### config.mk
export PLATFORM = sky130hd
export DESIGN_NAME = keypad_matrix_scanner_unit
export DESIGN_NICKNAME = d
export VERILOG_FILES = /design/src/design/kms_pkg.sv /design/src/design/keypad_matrix_scanner_unit.sv /design/src/design/kms_event_fifo.sv
export SDC_FILE = /design/constraint.sdc
export NUM_CORES = 1
export LEC_CHECK = 0
export ABC_AREA = 1
export BUFFER_PORTS_ARGS = -buffer_cell sky130_fd_sc_hd__buf_2
export CORE_MARGIN = 3
export CORE_UTILIZATION = 52
export CTS_BUF_LIST = sky130_fd_sc_hd__clkbuf_16
export CTS_CLUSTER_DIAMETER = 60
export DETAILED_ROUTE_END_ITERATION = 10
export PLACE_DENSITY = 0.78
export SLEW_MARGIN = 15
export SYNTH_ARGS = -nofsm -noshare
export SYNTH_HDL_FRONTEND = slang
export SYNTH_SLANG_ARGS = --single-unit
### constraint.sdc
create_clock -name clk -period 5.42 [get_ports clk]
set_input_delay 0.271 -clock clk [delete_from_list [all_inputs] [get_ports clk]]
set_output_delay 0.271 -clock clk [all_outputs]
set_load 0.01 [all_outputs]
### src/design/kms_pkg.sv
// Shared constants, types and helpers for the keypad matrix scanner.
`timescale 1ns / 1ps

package kms_pkg;

    // Matrix geometry and placement of row and column bits in the expander byte.
    localparam int ROWS        = 4;
    localparam int COLS        = 4;
    localparam int ROW_SHIFT   = 4;
    localparam int COL_SHIFT   = 0;
    localparam int QUEUE_DEPTH = 8;

    localparam int NKEYS   = ROWS * COLS;
    localparam int ROW_W   = (ROWS > 1) ? $clog2(ROWS) : 1;
    localparam int COL_W   = (COLS > 1) ? $clog2(COLS) : 1;
    localparam int KEY_W   = (NKEYS > 1) ? $clog2(NKEYS) : 1;
    localparam int PTR_W   = $clog2(QUEUE_DEPTH);
    localparam int COUNT_W = $clog2(QUEUE_DEPTH + 1);
    localparam int EVT_W   = KEY_W + 1;

    // Field widths of the stream items.
    localparam int CMD_W         = 2;
    localparam int ACTION_W      = 2;
    localparam int DEV_ADDR_W    = 7;
    localparam int BYTE_W        = 8;
    localparam int KEY_INDEX_W   = 4;
    localparam int IN_TDATA_W    = 16;
    localparam int OUT_TDATA_W   = 24;

    // Configuration port.
    localparam int CFG_ADDR_W = 2;
    localparam int CFG_DATA_W = 32;
    localparam logic [CFG_ADDR_W-1:0] REG_DEVICE_ADDRESS = 2'd0;

    // Input commands.
    localparam logic [CMD_W-1:0] CMD_TICK       = 2'd0;
    localparam logic [CMD_W-1:0] CMD_WRITE_DONE = 2'd1;
    localparam logic [CMD_W-1:0] CMD_READ_DONE  = 2'd2;
    localparam logic [CMD_W-1:0] CMD_POP        = 2'd3;

    // Result actions.
    localparam logic [ACTION_W-1:0] ACT_NONE  = 2'd0;
    localparam logic [ACTION_W-1:0] ACT_WRITE = 2'd1;
    localparam logic [ACTION_W-1:0] ACT_READ  = 2'd2;
    localparam logic [ACTION_W-1:0] ACT_EVENT = 2'd3;

    // Scan phases.
    localparam logic [1:0] PH_READY      = 2'd0;
    localparam logic [1:0] PH_WAIT_WRITE = 2'd1;
    localparam logic [1:0] PH_READ_RETRY = 2'd2;
    localparam logic [1:0] PH_WAIT_READ  = 2'd3;

    localparam logic [31:0] ROW_MASK = (32'd1 << ROWS) - 32'd1;
    localparam logic [31:0] COL_MASK = (32'd1 << COLS) - 32'd1;

    // Status of the event queue as seen by the sequencer.
    typedef struct packed {
        logic full;
        logic empty;
    } fifo_status_t;

    // Active-low row select over the column pull-up pattern.
    function automatic logic [BYTE_W-1:0] drive_pattern(input logic [ROW_W-1:0] row);
        logic [31:0] v;
        v = ((ROW_MASK ^ (32'd1 << row)) << ROW_SHIFT) | (COL_MASK << COL_SHIFT);
        return v[BYTE_W-1:0];
    endfunction

endpackage

### src/design/keypad_matrix_scanner_unit.sv
// Top level of the keypad matrix scanner: command decode, column sequencer and result register.
`timescale 1ns / 1ps

// Each accepted item is a command: a tick asks for the row pattern write (or a read retry),
// a write done asks for the column read, a read done compares the returned columns with the
// stored key states, and a pop returns the oldest key event. Every item gives exactly one
// result item. A tick, a write done, a failed or unexpected read done and a pop of an empty
// queue load their result when accepted; a pop with an event waiting first passes the pop
// state for the registered queue read; a successful read done enters the scan state and a
// single compare-and-queue unit walks the columns one per cycle. The input is not ready
// while an item is at work, nor while an earlier result still waits in the output register
// and is not taken. A change that finds the event queue full leaves its key state untouched,
// so the next scan of that row reports it again. The expander bus address is written
// through the APB port at offset 0.
module keypad_matrix_scanner_unit
(
    input  logic                                clk,
    input  logic                                rst_n,

    input  logic                                s_axis_tvalid,
    output logic                                s_axis_tready,
    // Fields from bit 0: bus_error, read_data.
    input  logic [kms_pkg::IN_TDATA_W-1:0]      s_axis_tdata,
    // Fields from bit 0: command.
    input  logic [kms_pkg::CMD_W-1:0]           s_axis_tuser,

    output logic                                m_axis_tvalid,
    input  logic                                m_axis_tready,
    // Fields from bit 0: target_address, drive_byte, event_valid, key_index,
    // key_pressed, comm_error.
    output logic [kms_pkg::OUT_TDATA_W-1:0]     m_axis_tdata,
    // Fields from bit 0: action.
    output logic [kms_pkg::ACTION_W-1:0]        m_axis_tuser,

    input  logic                                psel,
    input  logic                                penable,
    input  logic                                pwrite,
    input  logic [kms_pkg::CFG_ADDR_W-1:0]      paddr,
    input  logic [kms_pkg::CFG_DATA_W-1:0]      pwdata,
    output logic [kms_pkg::CFG_DATA_W-1:0]      prdata,
    output logic                                pready
);

    localparam logic [1:0] ST_IDLE = 2'd0;
    localparam logic [1:0] ST_SCAN = 2'd1;
    localparam logic [1:0] ST_POP  = 2'd2;

    localparam logic [kms_pkg::ROW_W-1:0] LAST_ROW = kms_pkg::ROW_W'(kms_pkg::ROWS - 1);
    localparam logic [kms_pkg::COL_W-1:0] LAST_COL = kms_pkg::COL_W'(kms_pkg::COLS - 1);

    // Input item fields.
    logic [kms_pkg::CMD_W-1:0]   in_command;
    logic                        in_bus_error;
    logic [kms_pkg::BYTE_W-1:0]  in_read_data;
    logic                        in_accept;

    // Control and scan state.
    logic [1:0]                  state_reg;
    logic [1:0]                  state_next;
    logic [1:0]                  phase_reg;
    logic [1:0]                  phase_next;
    logic [kms_pkg::ROW_W-1:0]   row_reg;
    logic [kms_pkg::ROW_W-1:0]   row_next;
    logic [kms_pkg::COL_W-1:0]   col_reg;
    logic [kms_pkg::COL_W-1:0]   col_next;
    logic [kms_pkg::KEY_W-1:0]   key_ptr_reg;
    logic [kms_pkg::KEY_W-1:0]   key_ptr_next;
    logic [kms_pkg::BYTE_W-1:0]  col_data_reg;
    logic [kms_pkg::BYTE_W-1:0]  col_data_next;
    logic [kms_pkg::NKEYS-1:0]   key_down_reg;
    logic [kms_pkg::NKEYS-1:0]   key_down_next;
    logic [kms_pkg::DEV_ADDR_W-1:0] dev_addr_reg;

    // Result register.
    logic                              out_valid_reg;
    logic                              out_valid_next;
    logic                              out_load;
    logic [kms_pkg::ACTION_W-1:0]      out_action_reg;
    logic [kms_pkg::ACTION_W-1:0]      out_action_next;
    logic [kms_pkg::DEV_ADDR_W-1:0]    out_addr_reg;
    logic [kms_pkg::DEV_ADDR_W-1:0]    out_addr_next;
    logic [kms_pkg::BYTE_W-1:0]        out_drive_reg;
    logic [kms_pkg::BYTE_W-1:0]        out_drive_next;
    logic                              out_evt_valid_reg;
    logic                              out_evt_valid_next;
    logic [kms_pkg::KEY_INDEX_W-1:0]   out_key_index_reg;
    logic [kms_pkg::KEY_INDEX_W-1:0]   out_key_index_next;
    logic                              out_key_pressed_reg;
    logic                              out_key_pressed_next;
    logic                              out_comm_error_reg;
    logic                              out_comm_error_next;

    // Column compare unit and event queue.
    logic                              col_pressed;
    logic                              col_changed;
    logic                              fifo_push;
    logic                              fifo_pop;
    logic [kms_pkg::EVT_W-1:0]         fifo_push_data;
    logic [kms_pkg::EVT_W-1:0]         fifo_pop_data;
    kms_pkg::fifo_status_t             fifo_status;

    assign in_command   = s_axis_tuser;
    assign in_bus_error = s_axis_tdata[0];
    assign in_read_data = s_axis_tdata[kms_pkg::BYTE_W:1];

    assign s_axis_tready = (state_reg == ST_IDLE) && (!out_valid_reg || m_axis_tready);
    assign in_accept     = s_axis_tvalid && s_axis_tready;

    assign m_axis_tvalid = out_valid_reg;
    assign m_axis_tuser  = out_action_reg;
    assign m_axis_tdata  = {2'b00, out_comm_error_reg, out_key_pressed_reg,
                            out_key_index_reg, out_evt_valid_reg, out_drive_reg,
                            out_addr_reg};

    // Configuration register access.
    assign pready = 1'b1;
    assign prdata = (paddr == kms_pkg::REG_DEVICE_ADDRESS)
                    ? kms_pkg::CFG_DATA_W'(dev_addr_reg) : '0;

    always_ff @(posedge clk or negedge rst_n)
    begin
        if (!rst_n)
        begin
            dev_addr_reg <= '0;
        end
        else if (psel && penable && pwrite && pready &&
                 (paddr == kms_pkg::REG_DEVICE_ADDRESS))
        begin
            dev_addr_reg <= pwdata[kms_pkg::DEV_ADDR_W-1:0];
        end
    end

    // Shared column unit: a low bit means pressed; a change is taken only if the queue has room.
    assign col_pressed    = !col_data_reg[0];
    assign col_changed    = (key_down_reg[key_ptr_reg] != col_pressed);
    assign fifo_push_data = {col_pressed, key_ptr_reg};

    // Sequencer.
    always_comb
    begin
        state_next           = state_reg;
        phase_next           = phase_reg;
        row_next             = row_reg;
        col_next             = col_reg;
        key_ptr_next         = key_ptr_reg;
        col_data_next        = col_data_reg;
        key_down_next        = key_down_reg;
        fifo_push            = 1'b0;
        fifo_pop             = 1'b0;
        out_load             = 1'b0;
        out_action_next      = kms_pkg::ACT_NONE;
        out_addr_next        = '0;
        out_drive_next       = '0;
        out_evt_valid_next   = 1'b0;
        out_key_index_next   = '0;
        out_key_pressed_next = 1'b0;
        out_comm_error_next  = 1'b0;

        unique case (state_reg)
            ST_IDLE:
            begin
                if (in_accept)
                begin
                    unique case (in_command)
                        kms_pkg::CMD_TICK:
                        begin
                            out_load = 1'b1;
                            if (phase_reg == kms_pkg::PH_READY)
                            begin
                                out_action_next = kms_pkg::ACT_WRITE;
                                out_addr_next   = dev_addr_reg;
                                out_drive_next  = kms_pkg::drive_pattern(row_reg);
                                phase_next      = kms_pkg::PH_WAIT_WRITE;
                            end
                            else if (phase_reg == kms_pkg::PH_READ_RETRY)
                            begin
                                out_action_next = kms_pkg::ACT_READ;
                                out_addr_next   = dev_addr_reg;
                                phase_next      = kms_pkg::PH_WAIT_READ;
                            end
                        end
                        kms_pkg::CMD_WRITE_DONE:
                        begin
                            out_load = 1'b1;
                            if (phase_reg == kms_pkg::PH_WAIT_WRITE)
                            begin
                                if (in_bus_error)
                                begin
                                    out_comm_error_next = 1'b1;
                                    phase_next          = kms_pkg::PH_READY;
                                end
                                else
                                begin
                                    out_action_next = kms_pkg::ACT_READ;
                                    out_addr_next   = dev_addr_reg;
                                    phase_next      = kms_pkg::PH_WAIT_READ;
                                end
                            end
                        end
                        kms_pkg::CMD_READ_DONE:
                        begin
                            if (phase_reg != kms_pkg::PH_WAIT_READ)
                            begin
                                out_load = 1'b1;
                            end
                            else if (in_bus_error)
                            begin
                                out_load            = 1'b1;
                                out_comm_error_next = 1'b1;
                                phase_next          = kms_pkg::PH_READ_RETRY;
                            end
                            else
                            begin
                                // Align the first column to bit 0; bits past the byte read as 0.
                                col_data_next = in_read_data >> kms_pkg::COL_SHIFT;
                                col_next      = '0;
                                state_next    = ST_SCAN;
                            end
                        end
                        kms_pkg::CMD_POP:
                        begin
                            if (fifo_status.empty)
                            begin
                                out_load        = 1'b1;
                                out_action_next = kms_pkg::ACT_EVENT;
                            end
                            else
                            begin
                                fifo_pop   = 1'b1;
                                state_next = ST_POP;
                            end
                        end
                    endcase
                end
            end
            ST_SCAN:
            begin
                if (col_changed && !fifo_status.full)
                begin
                    fifo_push                  = 1'b1;
                    key_down_next[key_ptr_reg] = col_pressed;
                end
                col_data_next = col_data_reg >> 1;
                key_ptr_next  = key_ptr_reg + 1'b1;
                col_next      = col_reg + 1'b1;
                if (col_reg == LAST_COL)
                begin
                    // Row finished: advance and wrap, then report a plain result.
                    if (row_reg == LAST_ROW)
                    begin
                        row_next     = '0;
                        key_ptr_next = '0;
                    end
                    else
                    begin
                        row_next = row_reg + 1'b1;
                    end
                    phase_next = kms_pkg::PH_READY;
                    out_load   = 1'b1;
                    state_next = ST_IDLE;
                end
            end
            ST_POP:
            begin
                out_load             = 1'b1;
                out_action_next      = kms_pkg::ACT_EVENT;
                out_evt_valid_next   = 1'b1;
                out_key_index_next   =
                    kms_pkg::KEY_INDEX_W'(fifo_pop_data[kms_pkg::KEY_W-1:0]);
                out_key_pressed_next = fifo_pop_data[kms_pkg::KEY_W];
                state_next           = ST_IDLE;
            end
            default:
            begin
                state_next = ST_IDLE;
            end
        endcase
    end

    // Result register handshake.
    always_comb
    begin
        if (out_load)
        begin
            out_valid_next = 1'b1;
        end
        else if (m_axis_tready)
        begin
            out_valid_next = 1'b0;
        end
        else
        begin
            out_valid_next = out_valid_reg;
        end
    end

    // Control state.
    always_ff @(posedge clk or negedge rst_n)
    begin
        if (!rst_n)
        begin
            state_reg     <= ST_IDLE;
            phase_reg     <= kms_pkg::PH_READY;
            row_reg       <= '0;
            col_reg       <= '0;
            key_ptr_reg   <= '0;
            key_down_reg  <= '0;
            out_valid_reg <= 1'b0;
        end
        else
        begin
            state_reg     <= state_next;
            phase_reg     <= phase_next;
            row_reg       <= row_next;
            col_reg       <= col_next;
            key_ptr_reg   <= key_ptr_next;
            key_down_reg  <= key_down_next;
            out_valid_reg <= out_valid_next;
        end
    end

    // Payload registers.
    always_ff @(posedge clk)
    begin
        col_data_reg <= col_data_next;
        if (out_load)
        begin
            out_action_reg      <= out_action_next;
            out_addr_reg        <= out_addr_next;
            out_drive_reg       <= out_drive_next;
            out_evt_valid_reg   <= out_evt_valid_next;
            out_key_index_reg   <= out_key_index_next;
            out_key_pressed_reg <= out_key_pressed_next;
            out_comm_error_reg  <= out_comm_error_next;
        end
    end

    kms_event_fifo u_event_fifo
    (
        .clk       (clk),
        .rst_n     (rst_n),
        .push      (fifo_push),
        .push_data (fifo_push_data),
        .pop       (fifo_pop),
        .pop_data  (fifo_pop_data),
        .status    (fifo_status)
    );

endmodule

### src/design/kms_event_fifo.sv
// Event queue of key changes with a registered read port.
`timescale 1ns / 1ps

module kms_event_fifo
(
    input  logic                       clk,
    input  logic                       rst_n,
    input  logic                       push,
    input  logic [kms_pkg::EVT_W-1:0]  push_data,
    input  logic                       pop,
    output logic [kms_pkg::EVT_W-1:0]  pop_data,
    output kms_pkg::fifo_status_t      status
);

    logic [kms_pkg::EVT_W-1:0]   mem [kms_pkg::QUEUE_DEPTH];
    logic [kms_pkg::PTR_W-1:0]   head_reg;
    logic [kms_pkg::PTR_W-1:0]   head_next;
    logic [kms_pkg::PTR_W-1:0]   tail_reg;
    logic [kms_pkg::PTR_W-1:0]   tail_next;
    logic [kms_pkg::COUNT_W-1:0] count_reg;
    logic [kms_pkg::COUNT_W-1:0] count_next;
    logic [kms_pkg::EVT_W-1:0]   pop_data_reg;

    localparam logic [kms_pkg::PTR_W-1:0] LAST_PTR =
        kms_pkg::PTR_W'(kms_pkg::QUEUE_DEPTH - 1);
    localparam logic [kms_pkg::COUNT_W-1:0] FULL_COUNT =
        kms_pkg::COUNT_W'(kms_pkg::QUEUE_DEPTH);

    assign status.full  = (count_reg == FULL_COUNT);
    assign status.empty = (count_reg == '0);
    assign pop_data     = pop_data_reg;

    // Pointer and occupancy update; the sequencer never pushes and pops together.
    always_comb
    begin
        head_next  = head_reg;
        tail_next  = tail_reg;
        count_next = count_reg;
        if (push)
        begin
            tail_next  = (tail_reg == LAST_PTR) ? '0 : tail_reg + 1'b1;
            count_next = count_reg + 1'b1;
        end
        else if (pop)
        begin
            head_next  = (head_reg == LAST_PTR) ? '0 : head_reg + 1'b1;
            count_next = count_reg - 1'b1;
        end
    end

    always_ff @(posedge clk or negedge rst_n)
    begin
        if (!rst_n)
        begin
            head_reg  <= '0;
            tail_reg  <= '0;
            count_reg <= '0;
        end
        else
        begin
            head_reg  <= head_next;
            tail_reg  <= tail_next;
            count_reg <= count_next;
        end
    end

    // Storage with one write and one registered read.
    always_ff @(posedge clk)
    begin
        if (push)
        begin
            mem[tail_reg] <= push_data;
        end
        if (pop)
        begin
            pop_data_reg <= mem[head_reg];
        end
    end

endmodule

# Word-level counts from Yosys, hierarchy flattened
# Memories as Yosys holds them, arrays and structs flattened. A register that Yosys moved wholly into a read port is not among the register bits.
# Cells that the tools add are included.
[totals] romBits=0 memories=1 ram_bits=40 ff_bits=78 input_bits=59 latch_bits=0 out_inout_bits=61 wordCells=163
[op_classes] add_sub_neg=7 n_div=0 n_reduce_logical=29 bitwise_logic=2 multipliers=0 magnitude_cmp=2 shift=1 mux=74 n_eq_ne=27
[mem_list] name="u_event_fifo.mem" words=8 width=5 read_ports=1 rd_clocked_by_memory_dff=1 wr=1 line="kms_event_fifo.sv:15" rtl="logic [kms_pkg::EVT_W-1:0] mem [kms_pkg::QUEUE_DEPTH];"
[op_table] operator="2-bit two-way mux" n=23
[op_table] operator="7-bit two-way mux" n=5
[op_table] operator="8-bit two-way mux" n=4
[op_table] operator="1-bit two-way mux" n=20
[op_table] operator="4-bit two-way mux" n=5
[op_table] operator="2-bit one-hot mux with 2 select lines" n=5
[op_table] operator="16-bit bitwise mux" n=1
[op_table] operator="8-bit one-hot mux with 2 select lines" n=1
[op_table] operator="3-bit inequality test, second input constant" n=5
[op_table] operator="7-bit one-hot mux with 2 select lines" n=1
[op_table] operator="2-bit equality test, second input constant" n=6
[op_table] operator="2-bit one-hot mux with 3 select lines" n=2
[op_table] operator="2-bit inequality test, second input constant" n=5
[op_table] operator="4-bit by 1-bit adder with 4-bit output, second input constant" n=2
[op_table] operator="2-bit zero test" n=4
[op_table] operator="2-bit AND reduction" n=4
[op_table] operator="8-bit AND reduction" n=1
[op_table] operator="1-bit logical AND" n=7
[op_table] operator="3-bit by 1-bit adder with 3-bit output, second input constant" n=2
[op_table] operator="2-bit by 1-bit equality test with 1-bit output, second input constant" n=3
[op_table] operator="3-bit equality test, second input constant" n=2
[op_table] operator="3-bit two-way mux" n=2
[op_table] operator="1-bit one-hot mux with 3 select lines" n=2
[op_table] operator="6-bit AND reduction" n=1
[op_table] operator="other kinds (24)" n=29

# Logic depth before layout (Yosys ltp)
# Gate-level depths: netlist of the first run.
[depth] depth_word=8 mapped_depth=22 depth_no_buf=21

# By module
# From an unflattened synthesis of the first run, not the netlist that was laid out.
[hier_totals] cells_unflattened=671 area_unflattened_um2=6098.3
[modules_own_cells] module="keypad_matrix_scanner_unit" n_inst=1 area_per_inst_um2=3739.8 seq_area_each_um2=1771.7 cells_each=459
[modules_own_cells] module="kms_event_fifo" n_inst=1 area_per_inst_um2=2358.5 seq_area_each_um2=1601.5 cells_each=212

# Worst setup path before layout of the first run
# OpenSTA, ideal clock, no wires.
[synth_path] kind="register to register" from="register state_reg[1]" to="register col_data_reg[0] (netlist name) (enable)" setup_slack_ps=2948 period_less_slack_ps=2472 path_stages_with_launch=6 t_arrival_ps=2069 path_buffers=0 required_time_ps=5016 setup_ps=404 cell_sequence="dfrtp_1 -> nor2_1 -> inv_1 -> nor2_1 -> nand2_1 -> o41ai_1"
[synth_between] elab_chain_len=5 word_cells_on_any_way=10 classes_between="eq/ne: 5; reduce/logical: 5"
[synth_rtl] element="start, declared" line="keypad_matrix_scanner_unit.sv:58" rtl="logic [1:0] state_reg;"
[synth_rtl] element="start signal, assigned" line="keypad_matrix_scanner_unit.sv:312" rtl="state_reg <= state_next;"
[synth_rtl] element="2-bit zero test" line="keypad_matrix_scanner_unit.sv:106" rtl="assign s_axis_tready = (state_reg == ST_IDLE) && (!out_valid_reg || m_axis_tready);"
[synth_rtl] element="1-bit logical AND" line="keypad_matrix_scanner_unit.sv:106"
[synth_rtl] element="via s_axis_tready" line="keypad_matrix_scanner_unit.sv:21" rtl="output logic s_axis_tready,"
[synth_rtl] element="1-bit logical AND" line="keypad_matrix_scanner_unit.sv:107" rtl="assign in_accept = s_axis_tvalid && s_axis_tready;"
[synth_rtl] element="2-bit inequality test (no line)"
[synth_rtl] element="5-bit AND reduction (no line)"
[synth_rtl] element="end signal, assigned" line="keypad_matrix_scanner_unit.sv:325" rtl="col_data_reg <= col_data_next;"
[synth_rtl] element="end, declared" line="keypad_matrix_scanner_unit.sv:68" rtl="logic [kms_pkg::BYTE_W-1:0] col_data_reg;"
# The timed path passes the listed nets, and every way through them passes these cells.
# A chain may end at the register's enable or synchronous reset.

# Final worst setup path of the first run
[layout_path] from="register key_ptr_reg[0] (netlist name)" to="register u_event_fifo.count_reg[3] (netlist name)"
[layout_between] elab_chain_len=7 word_cells_on_any_way=8 classes_between="eq/ne: 1; mux: 5; reduce/logical: 2"
[layout_rtl] element="start, declared" line="keypad_matrix_scanner_unit.sv:66" rtl="logic [kms_pkg::KEY_W-1:0] key_ptr_reg;"
[layout_rtl] element="start signal, assigned" line="keypad_matrix_scanner_unit.sv:316" rtl="key_ptr_reg <= key_ptr_next;"
[layout_rtl] element="1-bit binary-select mux with 4-bit select (*)" line="keypad_matrix_scanner_unit.sv:135" rtl="assign col_changed = (key_down_reg[key_ptr_reg] != col_pressed);"
[layout_rtl] element="1-bit two-way mux (implied by the code) (*)" line="keypad_matrix_scanner_unit.sv:135"
[layout_rtl] element="1-bit inequality test (*)" line="keypad_matrix_scanner_unit.sv:135"
[layout_rtl] element="1-bit logical AND (*)" line="keypad_matrix_scanner_unit.sv:238" rtl="if (col_changed && !fifo_status.full)"
[layout_rtl] element="1-bit two-way mux (*)" line="keypad_matrix_scanner_unit.sv:238"
[layout_rtl] element="1-bit two-way mux (*)" line="keypad_matrix_scanner_unit.sv:159" rtl="unique case (state_reg)"
[layout_rtl] element="4-bit two-way mux or 2-bit nonzero test (tied branches)"
[layout_rtl] element="end signal, assigned" line="kms_event_fifo.sv:63" rtl="count_reg <= count_next;"
[layout_rtl] element="end, declared" line="kms_event_fifo.sv:20" rtl="logic [kms_pkg::COUNT_W-1:0] count_reg;"
# Mark *: on every way between the ends. The rest lies on a longest branch, timed or not. The select of a mux whose other input is x is not followed.

==> results of run 1 <==
-- area by class of cell --
cell class                 instances  area (um2)  area share
clock buffer                      17         425      0.0629
clock inverter                    15         154      0.0228
inverter                          77         292      0.0431
multi-input combinational        409        2020       0.299
sequential                       120        3370       0.499
tap                              140         175      0.0259
timing repair buffer              62         320      0.0474
-- repair_timing --
action / CTS / global route
hold buffers: 1 / 0
hold endpoints to repair: 3 / 0
setup endpoints to repair: 0 / 0
-- stage by stage --
stage           util  setup slack, ns  total power [W]
2_1_floorplan      -             2.95          0.00240
3_3_place_gp   0.561             2.49          0.00263
3_5_place_dp   0.561             2.49          0.00270
4_1_cts        0.615             2.45          0.00381
5_1_grt        0.616             2.09          0.00407
6_report       0.616             2.46          0.00380
-- cells by family after synthesis --
kind of cell    Yosys count  share of synthesized area
xor+xnor                  2                    0.00297
buf+inv                 125                      0.105
compound gates           75                     0.0723
other cells               2                    0.00127
mux                       1                    0.00170
fa+ha+maj                20                     0.0437
simple gates            283                      0.201
flops                   120                      0.572
-- power breakdown --
part | switching [W] | internal [W] | total (W)
clock network | 0.000413 | 0.000676 | 0.00109
registers | 0.000221 | 0.00130 | 0.00153
logic | 0.000805 | 0.000385 | 0.00119
-- layer usage --
layer	part of all wire	up-vias
met5	0	-
met4	0.023	0
met3	0.053	31
met2	0.52	159
met1	0.40	2116
li1	-	2104
-- final timing paths --
path / start / endpoint / cells after the start
worst max-delay path: key_ptr_reg[0]$_DFFE_PN0P_ / u_event_fifo.count_reg[3]$_DFFE_PN0P_ / 20
worst min-delay path: pwdata[6] / dev_addr_reg[6]$_DFFE_PN0P_ / 3
worst max register to register: key_ptr_reg[0]$_DFFE_PN0P_ / u_event_fifo.count_reg[3]$_DFFE_PN0P_ / 20
worst min register to register: key_down_reg[0]$_DFFE_PN0P_ / key_down_reg[0]$_DFFE_PN0P_ / 2
max in group asynchronous: rst_n / key_down_reg[0]$_DFFE_PN0P_ / 3
min in group asynchronous: rst_n / dev_addr_reg[4]$_DFFE_PN0P_ / 3
-- worst min-delay path, stage by stage --
cell	delay (ns)
buf_2	0.08
nor2_1	0.03
a21oi_1	0.10
-- cell usage after synthesis (all sizes together), types with 2 or more instances --
cell type / n / area, um2
nand4: 2 / 12.5
a21oi: 13 / 65.1
a31oi: 8 / 65.1
clkbuf: 11 / 41.3
conb: 2 / 7.51
clkinv: 2 / 7.51
o22ai: 8 / 50.1
buf: 37 / 287
inv: 75 / 284
ha: 19 / 238
nor2: 94 / 400
nor3: 9 / 45.0
nand3: 33 / 165
nand2: 143 / 549
edfxtp: 74 / 2220
o21ai: 41 / 205
dfrtp: 46 / 1150
xor2: 2 / 17.5
==> impl_metrics.ini, run 1 <==
[timing]
hold_violations = 0
rsz0062_at_grt = false
maxSlewViolCount = 0
finalSetupViolations = 0
hold_slack_ns = 0.109
finClkSkew_ns = 0.00830
fmax_ghz = 0.338
period_needed_ns = 2.96
tightestPinTransition_ns = 0.833
slew_headroom = 0.444
min_period_over_period = 0.547
setup_tns_ns = 0

[placed_design]
dp.cells = 807
placed_cell_area_mm2 = 0.00616
io_buffers = 59
dp_hpwl_mm = 7.94
gp_congestion = 0.871

[clocking]
h-tree-depth = 4
postCtsSetupRepairBufs = 0
post_cts_resize_count = 0
cts.clk_slew.worst_paths_ns = 0.06
cts_buffers = 17
clock-sinks = 120
cts-root-buf = clkbuf_16
clk_latency_ns = 0.41
cts_buffer_depth = 2
cts_tree = yes

[die]
placementRows = 38
die_w_um = 113
io_pins = 120
dieArea_mm2 = 0.0127
start_util = 0.537
core_area_mm2 = 0.0110
die_h_um = 113

[cells_and_area]
antennaDiodeCount = 0
fin_cells = 840
largest_reg_flops = 40
drive_above_1_share = 0.160
area_delta_synth_final_pct = 14.6
final_common_cell = nand2_1
nNetsFinal = 766
layout_common_cells = 140 x nand2_1, 83 x nor2_1, 74 x edfxtp_1
design_area_mm2 = 0.00676
n_fill_cell = 843

[setup_path]
path_common_cell = nand2_1
critical_path_arrival_ns = 3.27
cp-start-kind = register
cp_cell_sequence = inv_4, nand2_1, nand2_1, nand2_1, nand2_1, nand2_1, nand2_1, nor2_1, nand2_1, nand2_2, nand2_4, ha_1, nand2_1, nand2_1, a31oi_1, inv_1, nand3_1, nand3_1, nand2_1, inv_1
cpPeakStageDelay_ns = 0.82
crit_type = register to register
cp_max_fo = 19
worst-path-buf-inv = 3
reg2reg_slack_ns = 2.46
crit_family = simple AND/OR/NAND/NOR gates
endpoint_kind = register
slowest_stage = dfrtp_1
crit_required_ns = 5.72

[power]
leakagePower_nw = 3.11
power_density_mw_per_mm2 = 563
ir_drop_uv = 334

[drt]
drc = 0
drt-pass1-iter-count = 5
routed_wl_mm = 12.0
first_iter_violations = 381
via_per_inst = 5.25
ant_nets = 0
wl_per_cell_um = 14.2
vias = 4410

[yosys]
synthArstFlopShare = 0.383
synth.avg_cell_area_um2 = 9.39
seq_area_frac_synth = 0.572
synth_edf_count = 74
synth_area_mm2 = 0.00590
ys_warn_count = 0
synth-main-ff-cell = edfxtp_1
synth_seq_cells = 120
synth.distinct_cells = 38
synthCells = 628

[grt]
met3_usage = 0.0437
grt_util_met1 = 0.233
grt_max_degree = 47
grt_pass1_wl_mm = 19.9
track_usage = 0.196
use_met2 = 0.345
grt_pass1_vias = 4284
grt.busiest_layer = met2
antenna_found_initial = 0
grt_overflow = 0

[job]
drv_cap = 0

[run_status]
status = finished, final reports clean

[hold_path]
hold_path_class = input pin to register
(Power assumes the default switching activity.)
==> run 2: changes to the inputs <==
--- a/config.mk
+++ b/config.mk
@@ -8,11 +8,11 @@
 export ABC_AREA = 1
 export BUFFER_PORTS_ARGS = -buffer_cell sky130_fd_sc_hd__buf_2
 export CORE_MARGIN = 3
-export CORE_UTILIZATION = 52
+export CORE_UTILIZATION = 50
 export CTS_BUF_LIST = sky130_fd_sc_hd__clkbuf_16
 export CTS_CLUSTER_DIAMETER = 60
 export DETAILED_ROUTE_END_ITERATION = 10
-export PLACE_DENSITY = 0.78
+export PLACE_DENSITY = 0.79
 export SLEW_MARGIN = 15
 export SYNTH_ARGS = -nofsm -noshare
 export SYNTH_HDL_FRONTEND = slang
==> constraint.sdc (replaced) <==
create_clock -name clk -period 2.5 [get_ports clk]
set_input_delay 0.125 -clock clk [delete_from_list [all_inputs] [get_ports clk]]
set_output_delay 0.125 -clock clk [all_outputs]
set_load 0.01 [all_outputs]
==> run 2 against run 1 <==
  * Cell area increased by 5.7%
  * Die area up 3.8%
  * Clock power rose by 120%
  * Clock skew fell by 0.0013 ns
  * First-iteration DRC count shrank 14%
  * Power increased by 130%
  * Utilization up 0.74 points
  * Cell count increased by 5.2%
  * Combinational power rose to 2.6 times the previous value
  * Flip-flop and latch count stayed put
  * Worst setup slack worse by 2.3 ns
==> impl_metrics.ini, run 2 (synthesized netlist as in run 1, its figures left out) <==
[run_status]
status = finished, final reports clean

[power]
ir_drop_uv = 923
power_w = 0.00863
leakagePower_nw = 3.27
power_density_mw_per_mm2 = 1210

[placed_design]
gp_congestion = 0.868
io_buffers = 59
dp.cells = 829
dp_hpwl_mm = 8.20

[grt]
grt_pass1_vias = 4528
grt_overflow = 0
antenna_found_initial = 0
grt_max_degree = 26
track_usage = 0.200
grt_pass1_wl_mm = 20.5

[drt]
drc = 0
drt-pass1-iter-count = 5
wl_per_cell_um = 14.3
via_per_inst = 5.17
ant_nets = 0
first_iter_violations = 327
routed_wl_mm = 12.6
vias = 4570

[timing]
tightestPinTransition_ns = 0.676
hold_violations = 0
fmax_ghz = 0.433
hold_slack_ns = 0.107
finalSetupViolations = 0
period_needed_ns = 2.31
slew_headroom = 0.548
maxSlewViolCount = 0
finClkSkew_ns = 0.00701
min_period_over_period = 0.924

[die]
die_h_um = 115
placementRows = 39
dieArea_mm2 = 0.0131
io_pins = 120
core_area_mm2 = 0.0115
start_util = 0.514
die_w_um = 115

[cells_and_area]
layout_common_cells = 139 x nand2_1, 81 x nor2_1, 74 x edfxtp_1
nNetsFinal = 806
fin_cells = 884
final_common_cell = nand2_1
utilization = 0.623
drive_above_1_share = 0.193
n_fill_cell = 886
area_delta_synth_final_pct = 21.1
largest_reg_flops = 40
multi_input_area_mm2 = 0.00204
register_area_mm2 = 0.00338

[clocking]
clk_latency_ns = 0.41
cts-root-buf = clkbuf_16
h-tree-depth = 4
cts_buffers = 17
clock-sinks = 120
cts_buffer_depth = 2
cts.clk_slew.worst_paths_ns = 0.06
cts_tree = yes

[job]
drv_cap = 0

[setup_path]
crit_type = register to register
cp_cell_sequence = clkinvlp_4, nand3_1, nand2_1, nand2_1, nand2_1, nor2_2, nand2_1, nand2_2, nand2_4, ha_4, nand2_1, nand2_1, a31oi_1, inv_1, nand3_2, nand3_1, nand2_1, inv_1
cp_max_fo = 6
worst-path-buf-inv = 3
critical_path_arrival_ns = 2.61
endpoint_kind = register
cp-start-kind = register
path_common_cell = nand2_1
cpPeakStageDelay_ns = 0.45
crit_required_ns = 2.80
crit_family = simple AND/OR/NAND/NOR gates
slowest_stage = dfrtp_2

[hold_path]
hold_path_class = input pin to register
-- run 2: final timing paths --
check / start / end / slack [ns] / depth (start not counted)
setup / recovery: key_ptr_reg[1]$_DFFE_PN0P_ / u_event_fifo.count_reg[3]$_DFFE_PN0P_ / 0.19 / 18
hold / removal: s_axis_tdata[0] / phase_reg[0]$_DFFE_PN0P_ / 0.11 / 4
setup reg to reg: key_ptr_reg[1]$_DFFE_PN0P_ / u_event_fifo.count_reg[3]$_DFFE_PN0P_ / 0.19 / 18
hold reg to reg: key_down_reg[11]$_DFFE_PN0P_ / key_down_reg[11]$_DFFE_PN0P_ / 0.47 / 2
max in group asynchronous: rst_n / key_ptr_reg[1]$_DFFE_PN0P_ / 1.44 / 3
min in group asynchronous: rst_n / m_axis_tvalid$_DFFE_PN0P_ / 0.26 / 2
-- run 2: layout make-up --
class / instances / area share
clock buffer: 17 / 0.0595
clock inverter: 15 / 0.0212
tap: 143 / 0.0250
sequential: 120 / 0.472
antenna: 1 / 0.000350
inverter: 77 / 0.0417
multi-input combinational: 409 / 0.286
timing repair buffer: 102 / 0.0942
-- run 2: metrics by stage --
stage	cell area (um2)	setup WS (ns)	TNS, ns
final	7150	0.189	0
after global routing	7140	-0.0449	-0.0449
after CTS	7070	0.0613	0
after detailed placement	6320	0.0378	0
after global placement	6320	0.0687	0
after floorplan	6000	0.0277	0
-- run 2: tightest hold or removal path, stage by stage --
cell and delay [ns]:
buf_2 0.13, a21oi_1 0.07, o21ai_0 0.07, o21ai_0 0.08
-- run 2: report_power, final --
part	total, W	switching [W]	leakage (nW)	internal [W]
combinational	0.00310	0.00198	1.75	0.00112
sequential	0.00318	0.000350	1.25	0.00283
clock	0.00236	0.000896	0.273	0.00146
-- run 2: per-layer routing --
metal	vias up	GRT usage	wire, um	share of wire
li1	2189	-	-	-
met5	-	0	0	0
met3	25	0.0581	805	0.064
met4	0	0.0792	229	0.018
met2	168	0.342	6560	0.52
met1	2188	0.237	5010	0.40
-- run 2: repair_timing --
action | in CTS | in global routing
hold endpoints to repair | 37 | 0
pin swaps | 0 | 3
resized for setup | 2 | 8
hold buffers | 17 | 0
setup buffers | 0 | 5
endpoints found under the setup margin | 6 | 26
